**config.mk**
```make
export PLATFORM = sky130hd
export DESIGN_NAME = sn2d_mul
export DESIGN_NICKNAME = d
export VERILOG_FILES = /design/src/sv/sn2d_pkg.sv /design/src/sv/sn2d_mul.sv
export SDC_FILE = /design/constraint.sdc
export NUM_CORES = 2
export LEC_CHECK = 0
export BUFFER_PORTS_ARGS = -buffer_cell sky130_fd_sc_hd__buf_2
export CAP_MARGIN = 10
export CELL_PAD_IN_SITES_DETAIL_PLACEMENT = 0
export CELL_PAD_IN_SITES_GLOBAL_PLACEMENT = 1
export CORE_MARGIN = 2
export CORE_UTILIZATION = 56
export DETAILED_ROUTE_END_ITERATION = 8
export HOLD_SLACK_MARGIN = 0.06
export PLACE_DENSITY = 0.95
export SYNTH_ARGS = -nofsm -noshare
export SYNTH_HDL_FRONTEND = slang
export SYNTH_SLANG_ARGS = --single-unit
export TNS_END_PERCENT = 5
```
**constraint.sdc**
```tcl
create_clock -name clk -period 13.7 [get_ports clk]
set_input_delay 2.74 -clock clk [delete_from_list [all_inputs] [get_ports clk]]
set_output_delay 2.74 -clock clk [all_outputs]
set_load 0.01 [all_outputs]
```
**src/sv/sn2d_pkg.sv**
```systemverilog
`timescale 1ns / 1ps
`default_nettype none
package sn2d_pkg;

  // table geometry
  localparam int TBL_BITS = 11;
  localparam int TBL_SIZE = 1 << TBL_BITS;
  localparam int DIV_W    = TBL_BITS + 1;

  // fixed point formats
  localparam int FRAC_BITS = 16;
  localparam int WF        = 28;
  localparam int SKEW_SH   = FRAC_BITS + 30;
  localparam int XSI_LSB   = FRAC_BITS + 2;
  localparam int OUT_SH    = 44 - FRAC_BITS;
  localparam int GRAD_FRAC = 20;
  localparam int GRAD_W    = 22;
  localparam int NOISE_W   = 20;

  // shared multiplier and divider
  localparam int MUL_W  = 33;
  localparam int PROD_W = 2 * MUL_W;
  localparam int DVD_W  = 64;
  localparam int CNT_W  = $clog2(DVD_W);

  // lcg
  localparam logic [63:0] LCG_MUL   = 64'd6364136223846793005;
  localparam logic [63:0] LCG_ADD   = 64'd1442695040888963407;
  localparam logic [63:0] SEED_BIAS = 64'd31;

  // lattice constants
  localparam logic signed [MUL_W-1:0] SKEW_Q30    = 33'sd393016785;
  localparam logic signed [MUL_W-1:0] NEG_UNSKEW  = -33'sd56727087;
  localparam logic signed [MUL_W-1:0] INV_N2_Q16  = 33'sd1195505;
  localparam logic signed [36:0]      TWO_THIRDS  = 37'sd178956971;
  localparam logic signed [37:0]      OUT_MAX     = 38'sd524287;
  localparam logic signed [37:0]      OUT_MIN     = -38'sd524288;

  localparam logic signed [GRAD_W-1:0] C1 = 22'sd136867;
  localparam logic signed [GRAD_W-1:0] C2 = 22'sd401273;
  localparam logic signed [GRAD_W-1:0] C3 = 22'sd638333;
  localparam logic signed [GRAD_W-1:0] C4 = 22'sd831891;
  localparam logic signed [GRAD_W-1:0] C5 = 22'sd968758;
  localparam logic signed [GRAD_W-1:0] C6 = 22'sd1039605;

  typedef enum logic [4:0] {
    ST_IDLE,
    ST_R_INIT, ST_R_M0, ST_R_M1, ST_R_M2, ST_R_M3, ST_R_DIVS, ST_R_DIVW, ST_R_RD, ST_R_WR,
    ST_SKEW, ST_SKEW_W, ST_LATT, ST_UNSK, ST_DXY, ST_SQX, ST_SQY, ST_ATTN, ST_ATTN2,
    ST_A2, ST_A4, ST_GX, ST_GY, ST_EXT, ST_CTB, ST_ACC, ST_NEXT, ST_FIN, ST_OUT
  } seq_state_t;

  // table port requests and read data
  typedef struct packed {
    logic                ss_we;
    logic [TBL_BITS-1:0] ss_waddr;
    logic [TBL_BITS-1:0] ss_wdata;
    logic                ss_re;
    logic [TBL_BITS-1:0] ss_raddr_a;
    logic [TBL_BITS-1:0] ss_raddr_b;
    logic                pg_we;
    logic [TBL_BITS-1:0] pg_waddr;
    logic [TBL_BITS-1:0] pg_wdata;
    logic                perm_re;
    logic [TBL_BITS-1:0] perm_raddr;
    logic                grad_re;
    logic [TBL_BITS-1:0] grad_raddr;
  } tbl_req_t;

  typedef struct packed {
    logic [TBL_BITS-1:0] ss_a_q;
    logic [TBL_BITS-1:0] ss_b_q;
    logic [TBL_BITS-1:0] perm_q;
    logic [4:0]          grad_q;
  } tbl_rsp_t;

  typedef struct packed {
    logic [2:0] xv;
    logic [2:0] yv;
  } corner_t;

  // unit gradient x component, q20
  function automatic logic signed [GRAD_W-1:0] grad_x(input logic [4:0] gi);
    logic signed [GRAD_W-1:0] v;
    case (gi)
      5'd0:  v = C1;   5'd1:  v = C2;   5'd2:  v = C3;   5'd3:  v = C4;
      5'd4:  v = C5;   5'd5:  v = C6;   5'd6:  v = C6;   5'd7:  v = C5;
      5'd8:  v = C4;   5'd9:  v = C3;   5'd10: v = C2;   5'd11: v = C1;
      5'd12: v = -C1;  5'd13: v = -C2;  5'd14: v = -C3;  5'd15: v = -C4;
      5'd16: v = -C5;  5'd17: v = -C6;  5'd18: v = -C6;  5'd19: v = -C5;
      5'd20: v = -C4;  5'd21: v = -C3;  5'd22: v = -C2;  5'd23: v = -C1;
      default: v = '0;
    endcase
    return v;
  endfunction

  // unit gradient y component, q20
  function automatic logic signed [GRAD_W-1:0] grad_y(input logic [4:0] gi);
    logic signed [GRAD_W-1:0] v;
    case (gi)
      5'd0:  v = C6;   5'd1:  v = C5;   5'd2:  v = C4;   5'd3:  v = C3;
      5'd4:  v = C2;   5'd5:  v = C1;   5'd6:  v = -C1;  5'd7:  v = -C2;
      5'd8:  v = -C3;  5'd9:  v = -C4;  5'd10: v = -C5;  5'd11: v = -C6;
      5'd12: v = -C6;  5'd13: v = -C5;  5'd14: v = -C4;  5'd15: v = -C3;
      5'd16: v = -C2;  5'd17: v = -C1;  5'd18: v = C1;   5'd19: v = C2;
      5'd20: v = C3;   5'd21: v = C4;   5'd22: v = C5;   5'd23: v = C6;
      default: v = '0;
    endcase
    return v;
  endfunction

  // lattice offset of corner k within lookup group g
  function automatic corner_t corner_off(input logic [2:0] g, input logic [1:0] k);
    corner_t c;
    logic [11:0] row;
    case (g)
      3'd0: row = {3'b111, 3'b000, 3'b000, 3'b111};
      3'd1: row = {3'b000, 3'b001, 3'b001, 3'b000};
      3'd2: row = {3'b001, 3'b000, 3'b000, 3'b111};
      3'd3: row = {3'b010, 3'b001, 3'b001, 3'b000};
      3'd4: row = {3'b111, 3'b000, 3'b000, 3'b001};
      3'd5: row = {3'b000, 3'b001, 3'b001, 3'b010};
      3'd6: row = {3'b001, 3'b000, 3'b000, 3'b001};
      3'd7: row = {3'b010, 3'b001, 3'b001, 3'b010};
      default: row = '0;
    endcase
    case (k)
      2'd0: c = '{xv: 3'd0, yv: 3'd0};
      2'd1: c = '{xv: 3'd1, yv: 3'd1};
      2'd2: c = '{xv: row[11:9], yv: row[8:6]};
      2'd3: c = '{xv: row[5:3], yv: row[2:0]};
      default: c = '0;
    endcase
    return c;
  endfunction

  // t * unskew magnitude, q28, for t in -1..4
  function automatic logic signed [31:0] unsk_off(input logic [3:0] t);
    logic signed [31:0] v;
    case (t)
      4'hF: v = -32'sd56727087;
      4'h0: v = 32'sd0;
      4'h1: v = 32'sd56727087;
      4'h2: v = 32'sd113454174;
      4'h3: v = 32'sd170181261;
      4'h4: v = 32'sd226908348;
      default: v = '0;
    endcase
    return v;
  endfunction

endpackage
`default_nettype wire

```
**src/sv/sn2d_mul.sv**
```systemverilog
`timescale 1ns / 1ps
`default_nettype none
module sn2d_mul import sn2d_pkg::*; (
  input  wire logic                     clk,
  input  wire logic signed [MUL_W-1:0]  op_a,
  input  wire logic signed [MUL_W-1:0]  op_b,
  output logic signed [PROD_W-1:0]      product
);

  logic signed [PROD_W-1:0] product_r;

  // registered signed product
  always_ff @(posedge clk) begin
    product_r <= op_a * op_b;
  end

  assign product = product_r;

endmodule
`default_nettype wire

```
==> results.md <==
* Status: finished clean
* Synth Area per Inst at 9.39 um^2
* Drt total wl at 107000 um
* Most frequent cells in the layout: fa_1, inv_1, and2_1
* Layout Area Growth over Synthesis at 3.51%
* IO Port Bufs at 132
* Post-Syn Area at 40700 um^2
* Post-synthesis net count at 5767
* Initial antenna violation count at 8
* Setup TNS at 0 ns
* First-pass GRT wire length at 176000 um
* Overflow after GRT at 0
* Most used DFF post-synth: dfxtp_1
* Setup crit end kind: flop
* Slowest CP cell: fa_1
* Compound-Gate Fraction of Synth Area at 0.0407
* # setup viols final at 0
* DIE AREA at 74900 um^2
* Pin count of the biggest net entering global routing at 34
* Starting Density at 0.568
* Clock-pin slew on the worst setup and hold paths at 0.08 ns
* Cts hold-fix bufs at 0
* Crit path kind: input pin to flop
* Worst EP arrival at 11.51 ns
* Buffer count from post-CTS setup fixing at 0
* Vias in the first global route at 31800
* Worst slew margin at 0.287
* Layout cells sized above 1 at 0.0472
* Deepest clock path buffer count at 2
* Pre-antenna DRT Iters at 6
* Synth async-reset ratio at 0
* Max reg flops at 66
* Post-cts repair resize count at 0
* Synthesis Warnings at 0
* Min-delay worst type: input pin to flop
* Vias/cell at 5.49
* Distinct cell type count after synthesis at 80
* Crit-path max cell delay at 1.31 ns
* GR Util All Layers at 0.305
* # fillers at 6101
* Clock tree from TritonCTS: built
* Row cnt at 98
* Simple-Gate Fraction of Synth Area at 0.158
* Die H at 274 um
* Sequential-to-total area share from yosys stat at 0.0324
* Multiplexer share of the synthesized area at 0
* Critical Path Start Type: input pin
* Core Area at 71700 um^2
* Worst-margin pin slew at 1.07 ns
* Part of the cycle the worst path needs at 0.818
* Cells after Synth at 4338
* Vias at 28800
* Root Driver: clkbuf_16
* Nets at 5706
* # Max-Cap Violations at 0
* Yosys reg bits at 66
* Highest clock rate at 0.0892 GHz
* Pins Over Slew Limit at 0
* Post-Synth Adder-Cell Area at 0.629
* Cell repeated most along the worst path: fa_1
* IO Pins at 133
* Xor-xnor portion of the synthesized cell area at 0.0146
* Gpl congestion at 0.931
* Routed Antenna Nets at 0
* Num CTS Buffers at 9
* Final HPWL DP at 87900 um
* Crit-path cells: buf_2, nand2_1, inv_1, fa_1, fa_1, fa_1, fa_1, fa_1, fa_1, fa_1, inv_1, fa_1, inv_1, ha_1, nand4_1, nor3_1, o311ai_4, nand3_2, a211oi_1, a311oi_1
* CTS H-tree depth at 3
* RSZ-0062 raised after global routing: no
* Clk sinks at 66
* Post-synth EDFFs at 0
* Hold Fails Final Rpt at 0
* Worst endpoint required time at 14.01 ns
* Commonest non-fill, non-tap cell in the layout: fa_1
* DRC violations left at 0
* Largest family of logic cells by synthesized area: adder cells
* Max FO, Critical Path at 33
* Minimum clock period at 11.21 ns
* Avg WL per Cell at 20.4 um
* Die W at 274 um
* Number of DRC markers in iteration 0 at 2064
through the flow:
| step | setup WS, ns | cells | utilization | hold slack [ns] | area (um^2) |
|---|---|---|---|---|---|
| 6_report | 2.49 | 5236 | 0.588 | 3.00 | 42200 |
| 5_1_grt | 2.14 | 5235 | 0.588 | 2.99 | 42200 |
| 4_1_cts | 2.61 | 5232 | 0.588 | 2.96 | 42200 |
| 3_5_place_dp | 2.25 | 5216 | 0.584 | 3.13 | 41900 |
| 3_3_place_gp | 2.26 | 5216 | 0.584 | 3.13 | 41900 |
| 2_1_floorplan | 3.72 | 4338 | - | 2.87 | 40700 |
cells by family after synthesis:
logic type / Yosys count
AO/OA/AOI/OAI: 219
XOR/XNOR: 68
buffers and inverters: 1352
AND/OR/NAND/NOR: 1271
flip-flops: 66
adder cells (fa/ha/maj): 1362
worst max-delay path, delay by kind of cell:
family,cells,cell delay (ns)
buffers and inverters,4,0.86
AND/OR/NAND/NOR,4,1.47
AO/OA/AOI/OAI,3,0.72
adder cells (fa/ha/maj),9,5.65
routing by layer:
| metal | vias up | track usage | routed length [um] |
|---|---|---|---|
| li1 | 12200 | - | - |
| met4 | 6 | 0.134 | 5200 |
| met3 | 285 | 0.0548 | 8910 |
| met5 | - | 0 | 29 |
| met1 | 14900 | 0.400 | 40600 |
| met2 | 1339 | 0.500 | 51900 |
synth_stat cells (8+ instances only):
cell type	n	area, um^2
fa_1	1145	22900
inv_1	1131	4250
and2_1	562	3520
nand2_1	551	2070
ha_1	217	2720
clkbuf_1	208	781
nor2_1	68	255
dfxtp_1	66	1320
a21oi_1	57	285
xnor2_1	43	377
a21o_1	36	270
nand3_1	25	125
o21ai_0	25	125
xor2_1	25	219
nand2b_1	12	75.1
buf_2	11	55.1
nand4_1	11	68.8
o21bai_1	11	82.6
a31oi_1	8	50.1
path summary, 6_finish.rpt:
check / startpoint / to / slack (ns) / cells past startpoint
min: op_b[0] / product[0]$_DFF_P_ / 3.00 / 2
max: op_a[32] / product[64]$_DFF_P_ / 2.49 / 20
area by class of cell:
class	count	area, um^2	share of cell area
Clock inverter	7	70.1	0.00166
Antenna cell	4	10.0	0.000237
Clock buffer	9	225	0.00534
Inverter	1131	4250	0.101
Sequential cell	66	1320	0.0313
Timing Repair Buffer	149	788	0.0187
Tap cell	950	1190	0.0282
Multi-Input combinational cell	2920	34300	0.814
Power is left out: the tool's default activity adds up to more than one toggle a clock period on the data nets, which glitch-free logic cannot reach.
