**config.mk**
```make
export PLATFORM = sky130hd
export DESIGN_NAME = sn2d_div
export DESIGN_NICKNAME = d
export VERILOG_FILES = /design/src/sv/sn2d_pkg.sv /design/src/sv/sn2d_div.sv
export SDC_FILE = /design/constraint.sdc
export NUM_CORES = 1
export LEC_CHECK = 0
export BUFFER_PORTS_ARGS = -buffer_cell sky130_fd_sc_hd__buf_4
export CELL_PAD_IN_SITES_DETAIL_PLACEMENT = 1
export CELL_PAD_IN_SITES_GLOBAL_PLACEMENT = 1
export CORE_AREA = 2 2 106 108
export CTS_CLUSTER_SIZE = 20
export DETAILED_ROUTE_END_ITERATION = 10
export DIE_AREA = 0 0 108 110
export GPL_TIMING_DRIVEN = 1
export HOLD_SLACK_MARGIN = 0.15
export PLACE_DENSITY = 0.86
export SYNTH_ARGS = -nofsm -noshare
export SYNTH_HDL_FRONTEND = slang
export SYNTH_SLANG_ARGS = --single-unit
```
**constraint.sdc**
```tcl
create_clock -name clk -period 2.48 [get_ports clk]
set_input_delay 0.124 -clock clk [delete_from_list [all_inputs] [get_ports clk]]
set_output_delay 0.124 -clock clk [all_outputs]
set_load 0.02 [all_outputs]
```
**src/sv/sn2d_pkg.sv**
```systemverilog
`timescale 1ns / 1ps
`default_nettype none
package sn2d_pkg;

  // table geometry
  localparam int TBL_BITS = 11;
  localparam int TBL_SIZE = 1 << TBL_BITS;
  localparam int DIV_W    = TBL_BITS + 1;

  // fixed point formats
  localparam int FRAC_BITS = 16;
  localparam int WF        = 28;
  localparam int SKEW_SH   = FRAC_BITS + 30;
  localparam int XSI_LSB   = FRAC_BITS + 2;
  localparam int OUT_SH    = 44 - FRAC_BITS;
  localparam int GRAD_FRAC = 20;
  localparam int GRAD_W    = 22;
  localparam int NOISE_W   = 20;

  // shared multiplier and divider
  localparam int MUL_W  = 33;
  localparam int PROD_W = 2 * MUL_W;
  localparam int DVD_W  = 64;
  localparam int CNT_W  = $clog2(DVD_W);

  // lcg
  localparam logic [63:0] LCG_MUL   = 64'd6364136223846793005;
  localparam logic [63:0] LCG_ADD   = 64'd1442695040888963407;
  localparam logic [63:0] SEED_BIAS = 64'd31;

  // lattice constants
  localparam logic signed [MUL_W-1:0] SKEW_Q30    = 33'sd393016785;
  localparam logic signed [MUL_W-1:0] NEG_UNSKEW  = -33'sd56727087;
  localparam logic signed [MUL_W-1:0] INV_N2_Q16  = 33'sd1195505;
  localparam logic signed [36:0]      TWO_THIRDS  = 37'sd178956971;
  localparam logic signed [37:0]      OUT_MAX     = 38'sd524287;
  localparam logic signed [37:0]      OUT_MIN     = -38'sd524288;

  localparam logic signed [GRAD_W-1:0] C1 = 22'sd136867;
  localparam logic signed [GRAD_W-1:0] C2 = 22'sd401273;
  localparam logic signed [GRAD_W-1:0] C3 = 22'sd638333;
  localparam logic signed [GRAD_W-1:0] C4 = 22'sd831891;
  localparam logic signed [GRAD_W-1:0] C5 = 22'sd968758;
  localparam logic signed [GRAD_W-1:0] C6 = 22'sd1039605;

  typedef enum logic [4:0] {
    ST_IDLE,
    ST_R_INIT, ST_R_M0, ST_R_M1, ST_R_M2, ST_R_M3, ST_R_DIVS, ST_R_DIVW, ST_R_RD, ST_R_WR,
    ST_SKEW, ST_SKEW_W, ST_LATT, ST_UNSK, ST_DXY, ST_SQX, ST_SQY, ST_ATTN, ST_ATTN2,
    ST_A2, ST_A4, ST_GX, ST_GY, ST_EXT, ST_CTB, ST_ACC, ST_NEXT, ST_FIN, ST_OUT
  } seq_state_t;

  // table port requests and read data
  typedef struct packed {
    logic                ss_we;
    logic [TBL_BITS-1:0] ss_waddr;
    logic [TBL_BITS-1:0] ss_wdata;
    logic                ss_re;
    logic [TBL_BITS-1:0] ss_raddr_a;
    logic [TBL_BITS-1:0] ss_raddr_b;
    logic                pg_we;
    logic [TBL_BITS-1:0] pg_waddr;
    logic [TBL_BITS-1:0] pg_wdata;
    logic                perm_re;
    logic [TBL_BITS-1:0] perm_raddr;
    logic                grad_re;
    logic [TBL_BITS-1:0] grad_raddr;
  } tbl_req_t;

  typedef struct packed {
    logic [TBL_BITS-1:0] ss_a_q;
    logic [TBL_BITS-1:0] ss_b_q;
    logic [TBL_BITS-1:0] perm_q;
    logic [4:0]          grad_q;
  } tbl_rsp_t;

  typedef struct packed {
    logic [2:0] xv;
    logic [2:0] yv;
  } corner_t;

  // unit gradient x component, q20
  function automatic logic signed [GRAD_W-1:0] grad_x(input logic [4:0] gi);
    logic signed [GRAD_W-1:0] v;
    case (gi)
      5'd0:  v = C1;   5'd1:  v = C2;   5'd2:  v = C3;   5'd3:  v = C4;
      5'd4:  v = C5;   5'd5:  v = C6;   5'd6:  v = C6;   5'd7:  v = C5;
      5'd8:  v = C4;   5'd9:  v = C3;   5'd10: v = C2;   5'd11: v = C1;
      5'd12: v = -C1;  5'd13: v = -C2;  5'd14: v = -C3;  5'd15: v = -C4;
      5'd16: v = -C5;  5'd17: v = -C6;  5'd18: v = -C6;  5'd19: v = -C5;
      5'd20: v = -C4;  5'd21: v = -C3;  5'd22: v = -C2;  5'd23: v = -C1;
      default: v = '0;
    endcase
    return v;
  endfunction

  // unit gradient y component, q20
  function automatic logic signed [GRAD_W-1:0] grad_y(input logic [4:0] gi);
    logic signed [GRAD_W-1:0] v;
    case (gi)
      5'd0:  v = C6;   5'd1:  v = C5;   5'd2:  v = C4;   5'd3:  v = C3;
      5'd4:  v = C2;   5'd5:  v = C1;   5'd6:  v = -C1;  5'd7:  v = -C2;
      5'd8:  v = -C3;  5'd9:  v = -C4;  5'd10: v = -C5;  5'd11: v = -C6;
      5'd12: v = -C6;  5'd13: v = -C5;  5'd14: v = -C4;  5'd15: v = -C3;
      5'd16: v = -C2;  5'd17: v = -C1;  5'd18: v = C1;   5'd19: v = C2;
      5'd20: v = C3;   5'd21: v = C4;   5'd22: v = C5;   5'd23: v = C6;
      default: v = '0;
    endcase
    return v;
  endfunction

  // lattice offset of corner k within lookup group g
  function automatic corner_t corner_off(input logic [2:0] g, input logic [1:0] k);
    corner_t c;
    logic [11:0] row;
    case (g)
      3'd0: row = {3'b111, 3'b000, 3'b000, 3'b111};
      3'd1: row = {3'b000, 3'b001, 3'b001, 3'b000};
      3'd2: row = {3'b001, 3'b000, 3'b000, 3'b111};
      3'd3: row = {3'b010, 3'b001, 3'b001, 3'b000};
      3'd4: row = {3'b111, 3'b000, 3'b000, 3'b001};
      3'd5: row = {3'b000, 3'b001, 3'b001, 3'b010};
      3'd6: row = {3'b001, 3'b000, 3'b000, 3'b001};
      3'd7: row = {3'b010, 3'b001, 3'b001, 3'b010};
      default: row = '0;
    endcase
    case (k)
      2'd0: c = '{xv: 3'd0, yv: 3'd0};
      2'd1: c = '{xv: 3'd1, yv: 3'd1};
      2'd2: c = '{xv: row[11:9], yv: row[8:6]};
      2'd3: c = '{xv: row[5:3], yv: row[2:0]};
      default: c = '0;
    endcase
    return c;
  endfunction

  // t * unskew magnitude, q28, for t in -1..4
  function automatic logic signed [31:0] unsk_off(input logic [3:0] t);
    logic signed [31:0] v;
    case (t)
      4'hF: v = -32'sd56727087;
      4'h0: v = 32'sd0;
      4'h1: v = 32'sd56727087;
      4'h2: v = 32'sd113454174;
      4'h3: v = 32'sd170181261;
      4'h4: v = 32'sd226908348;
      default: v = '0;
    endcase
    return v;
  endfunction

endpackage
`default_nettype wire

```
**src/sv/sn2d_div.sv**
```systemverilog
`timescale 1ns / 1ps
`default_nettype none
module sn2d_div import sn2d_pkg::*; (
  input  wire logic                clk,
  input  wire logic                rst_n,
  input  wire logic                start,
  input  wire logic [DVD_W-1:0]    dividend,
  input  wire logic [DIV_W-1:0]    divisor,
  output logic                     done,
  output logic [TBL_BITS-1:0]      remainder
);

  logic                busy_r, busy_nxt;
  logic                done_r, done_nxt;
  logic [CNT_W-1:0]    cnt_r, cnt_nxt;
  logic [DVD_W-1:0]    num_r, num_nxt;
  logic [TBL_BITS-1:0] rem_r, rem_nxt;
  logic [DIV_W-1:0]    trial;
  logic [DIV_W-1:0]    diff;

  // one quotient bit per cycle, restoring
  always_comb begin
    busy_nxt = busy_r;
    done_nxt = 1'b0;
    cnt_nxt  = cnt_r;
    num_nxt  = num_r;
    rem_nxt  = rem_r;
    trial    = {rem_r, num_r[DVD_W-1]};
    diff     = trial - divisor;
    if (start) begin
      busy_nxt = 1'b1;
      cnt_nxt  = '0;
      num_nxt  = dividend;
      rem_nxt  = '0;
    end else if (busy_r) begin
      num_nxt = {num_r[DVD_W-2:0], 1'b0};
      if (trial >= divisor) begin
        rem_nxt = diff[TBL_BITS-1:0];
      end else begin
        rem_nxt = trial[TBL_BITS-1:0];
      end
      cnt_nxt = cnt_r + 1'b1;
      if (cnt_r == CNT_W'(DVD_W - 1)) begin
        busy_nxt = 1'b0;
        done_nxt = 1'b1;
      end
    end
  end

  always_ff @(posedge clk) begin
    if (!rst_n) begin
      busy_r <= 1'b0;
      done_r <= 1'b0;
    end else begin
      busy_r <= busy_nxt;
      done_r <= done_nxt;
    end
  end

  always_ff @(posedge clk) begin
    cnt_r <= cnt_nxt;
    num_r <= num_nxt;
    rem_r <= rem_nxt;
  end

  assign done      = done_r;
  assign remainder = rem_r;

endmodule
`default_nettype wire

```
==> flow_summary.json <==
{
  "grt_usage_pct": 21.64,
  "drt_iter0_drc": 166,
  "synth_warnings": 0,
  "netSwitchingPower_mw": 0.9285,
  "syn-num-nets": 409,
  "finalCritPeriodShare_pct": 99.90,
  "whs_ns": 0.2178,
  "grt_pass1_vias": 3494,
  "diodes": 0,
  "synth-edff-count": 64,
  "required_ns": 2.72,
  "synthArstFlopShare_pct": 0,
  "cp_slowest_cell": "or4_1",
  "setup_violations": 0,
  "power.density_nw_per_um2": 600.4,
  "synth_seq_area_share_pct": 56.22,
  "finalHoldViolations": 0,
  "cts-buffers-inserted": 9,
  "yosysUniqueCellTypes": 48,
  "synthTopCellsByCount": "64 x edfxtp_1, 64 x mux2_2, 21 x nor2_1, 19 x dfxtp_1, 19 x nand2_1",
  "insertion_delay_ns": 0.38,
  "final.setup.tns_ns": 0,
  "num_vias": 3185,
  "power_frac_seq_pct": 48.8,
  "clock_skew_ns": 0.02368,
  "core_um2": 10700,
  "routed_wl_mm": 12.71,
  "synth_area_leaders": "edfxtp_1 47%, mux2_2 18%, dfxtp_1 9.3%",
  "fmax_ghz": 0.4036,
  "peakVddDrop_mv": 0.3044,
  "p_int_mw": 2.610,
  "status": "finished, final reports clean",
  "path_max_fanout": 3,
  "syn_avg_cell_area_um2": 12.96,
  "drtAntennaViolNets": 0,
  "syn_area_um2": 4095,
  "core.rowCount": 38,
  "layout-drive-gt1-share_pct": 39.88,
  "netlist.area_leader.share_pct": 46.93,
  "cts_sinks": 83,
  "arrival_ns": 2.72,
  "grt_pass1_wl_mm": 18.75,
  "timing.max_cap.violations": 0,
  "h-tree-depth": 3,
  "fin_nets": 572,
  "slowest_delay_ns": 0.43,
  "dieArea_um2": 11880,
  "final_max_slew_viol_count": 0,
  "startpoint_type": "flop",
  "path_cells": "inv_2, ha_4, fa_2, nand2b_4, a21o_1, a221oi_2, buf_4, o21ai_2, or4_1, o311ai_1",
  "cts.clk_slew.worst_paths_ns": 0.09,
  "hpwl_mm": 6.881,
  "initial_core_util_pct": 38.28,
  "die_y_um": 110,
  "rsz0062_at_grt": "yes",
  "wire_per_inst_um": 20.37,
  "gp_congestion": 0.7837,
  "route.detailed.drc": 0,
  "clock_path_buffers": 2,
  "clockPowerShare_pct": 31.2,
  "power_leakage_nw": 2.400,
  "area_delta_synth_final_pct": 43.90,
  "dr.pass1.iters": 4,
  "postSynthCellCount": 316,
  "synth-main-ff-cell": "edfxtp_1",
  "grt_start_max_net_pins": 85,
  "hold_path_class": "in2reg",
  "antenna_found_initial": 0,
  "io_buffers": 90,
  "top_level_ports": 91,
  "end_kind": "flop",
  "yosys.area.top_type": "edfxtp_1",
  "maxSlewHeadroom_pct": 71.16,
  "fin_cells": 624,
  "via_per_inst": 5.104,
  "critPathKind": "reg2reg",
  "fillerInstances": 1070,
  "grt_overflow": 0,
  "die_w_um": 108,
  "root_buffer": "clkbuf_8",
  "dp_cells": 542,
  "min_period_ns": 2.477,
  "power_mw": 3.538,
  "ys_ff_latch": 83,
  "p_sw_share_pct": 26.24,
  "cts_tree": "yes",
  "combPwrFrac_pct": 20.0,
  "worstMarginPinSlew_ns": 0.4327
}
## cell type report
| class | instances | area (um^2) | share of cell area (%) |
|---|---|---|---|
| inverter | 17 | 63.81 | 1.083 |
| tap | 140 | 175.2 | 2.972 |
| clock inverter | 7 | 91.34 | 1.550 |
| sequential | 83 | 2302 | 39.07 |
| timing repair buffer | 166 | 1434 | 24.33 |
| clock buffer | 9 | 123.9 | 2.102 |
| multi-input combinational | 202 | 1703 | 28.90 |
## timing repair
item                                   CTS  global route
setup buffers                            0             1
resized for setup                        1             6
endpoints found under the hold margin   66             0
pin swaps                                0             3
setup endpoints to repair                1            11
hold buffers                            65             0
## kinds of logic (layout without fill, tap and decap cells)
| family | count (synthesis) | after routing | share of synthesized area, % |
|---|---|---|---|
| AO/OA/AOI/OAI | 47 | 47 | 8.066 |
| XOR/XNOR | 8 | 8 | 1.711 |
| adder cells (fa/ha/maj) | 14 | 14 | 4.461 |
| buffers and inverters | 31 | 199 | 3.055 |
| flip-flops | 83 | 83 | 56.22 |
| multiplexers | 68 | 68 | 18.70 |
| AND/OR/NAND/NOR | 65 | 65 | 7.791 |
## cells in the final DEF (no fill, tap or decap), drive strengths merged, types with 2 or more instances in the layout
master,n
and3,3
ha,13
clkbuf,9
o21ai,9
nand2,19
inv,18
a311oi,5
o21a,3
xnor2,5
xor2,3
a211oi,6
clkinv,3
buf,101
nor2,21
edfxtp,64
nand2b,2
nand3b,3
nor2b,3
nand3,2
or3,2
nor3,2
mux2,65
mux2i,3
a21oi,11
dfxtp,19
dlygate4sd3,65
nand4,2
bufinv,2
a21o,3
## worst paths after layout
kind | from | to | slack, ns | cells past startpoint
worst min register to register | cnt_r[5] | cnt_r[5] | 0.50 | 2
worst min-delay path | start | remainder[1] | 0.22 | 4
worst max-delay path | num_r[63] | remainder[1] | 0.003 | 10
worst max register to register | num_r[63] | remainder[1] | 0.003 | 10
## through the flow
step | setup slack [ns] | util, % | cell area, um^2
6_report | 0.002504 | 55.09 | 5893
2_1_floorplan | 0.1393 | - | 4098
5_1_grt | -0.08887 | 55.09 | 5893
3_3_place_gp | 0.08167 | 46.62 | 4987
4_1_cts | 0.003082 | 54.76 | 5858
3_5_place_dp | -0.03215 | 46.62 | 4987
## metal layers
layer / wire, um / share of wire (%) / GRT usage [%]
met2: 6847 / 54 / 41.28
met1: 4905 / 39 / 22.80
met4: 463 / 3.6 / 8.883
met5: 0 / 0 / 0
met3: 492 / 3.9 / 5.173
## critical path, delay by kind of cell, from the launching register on
| kind | cells | cell delay [ns] |
|---|---|---|
| adder cells (fa/ha/maj) | 2 | 0.56 |
| AND/OR/NAND/NOR | 2 | 0.59 |
| AO/OA/AOI/OAI | 4 | 0.66 |
| buffers and inverters | 2 | 0.22 |
| flip-flops | 1 | 0.35 |
## registers in the layout (all words and copies together) (netlist names)
signal,cells
done,1
num_r,64
busy_r,1
remainder,11
cnt_r,6
## power by group through the flow
stage	clock (mW)	combinational, mW	sequential (mW)
after floorplan	0	0.345	1.74
after global placement	0	0.555	1.73
after detailed placement	0	0.580	1.74
after CTS	1.09	0.672	1.71
after global routing	1.18	0.762	1.74
final	1.11	0.708	1.73
Power figures use the tool's default switching activity.
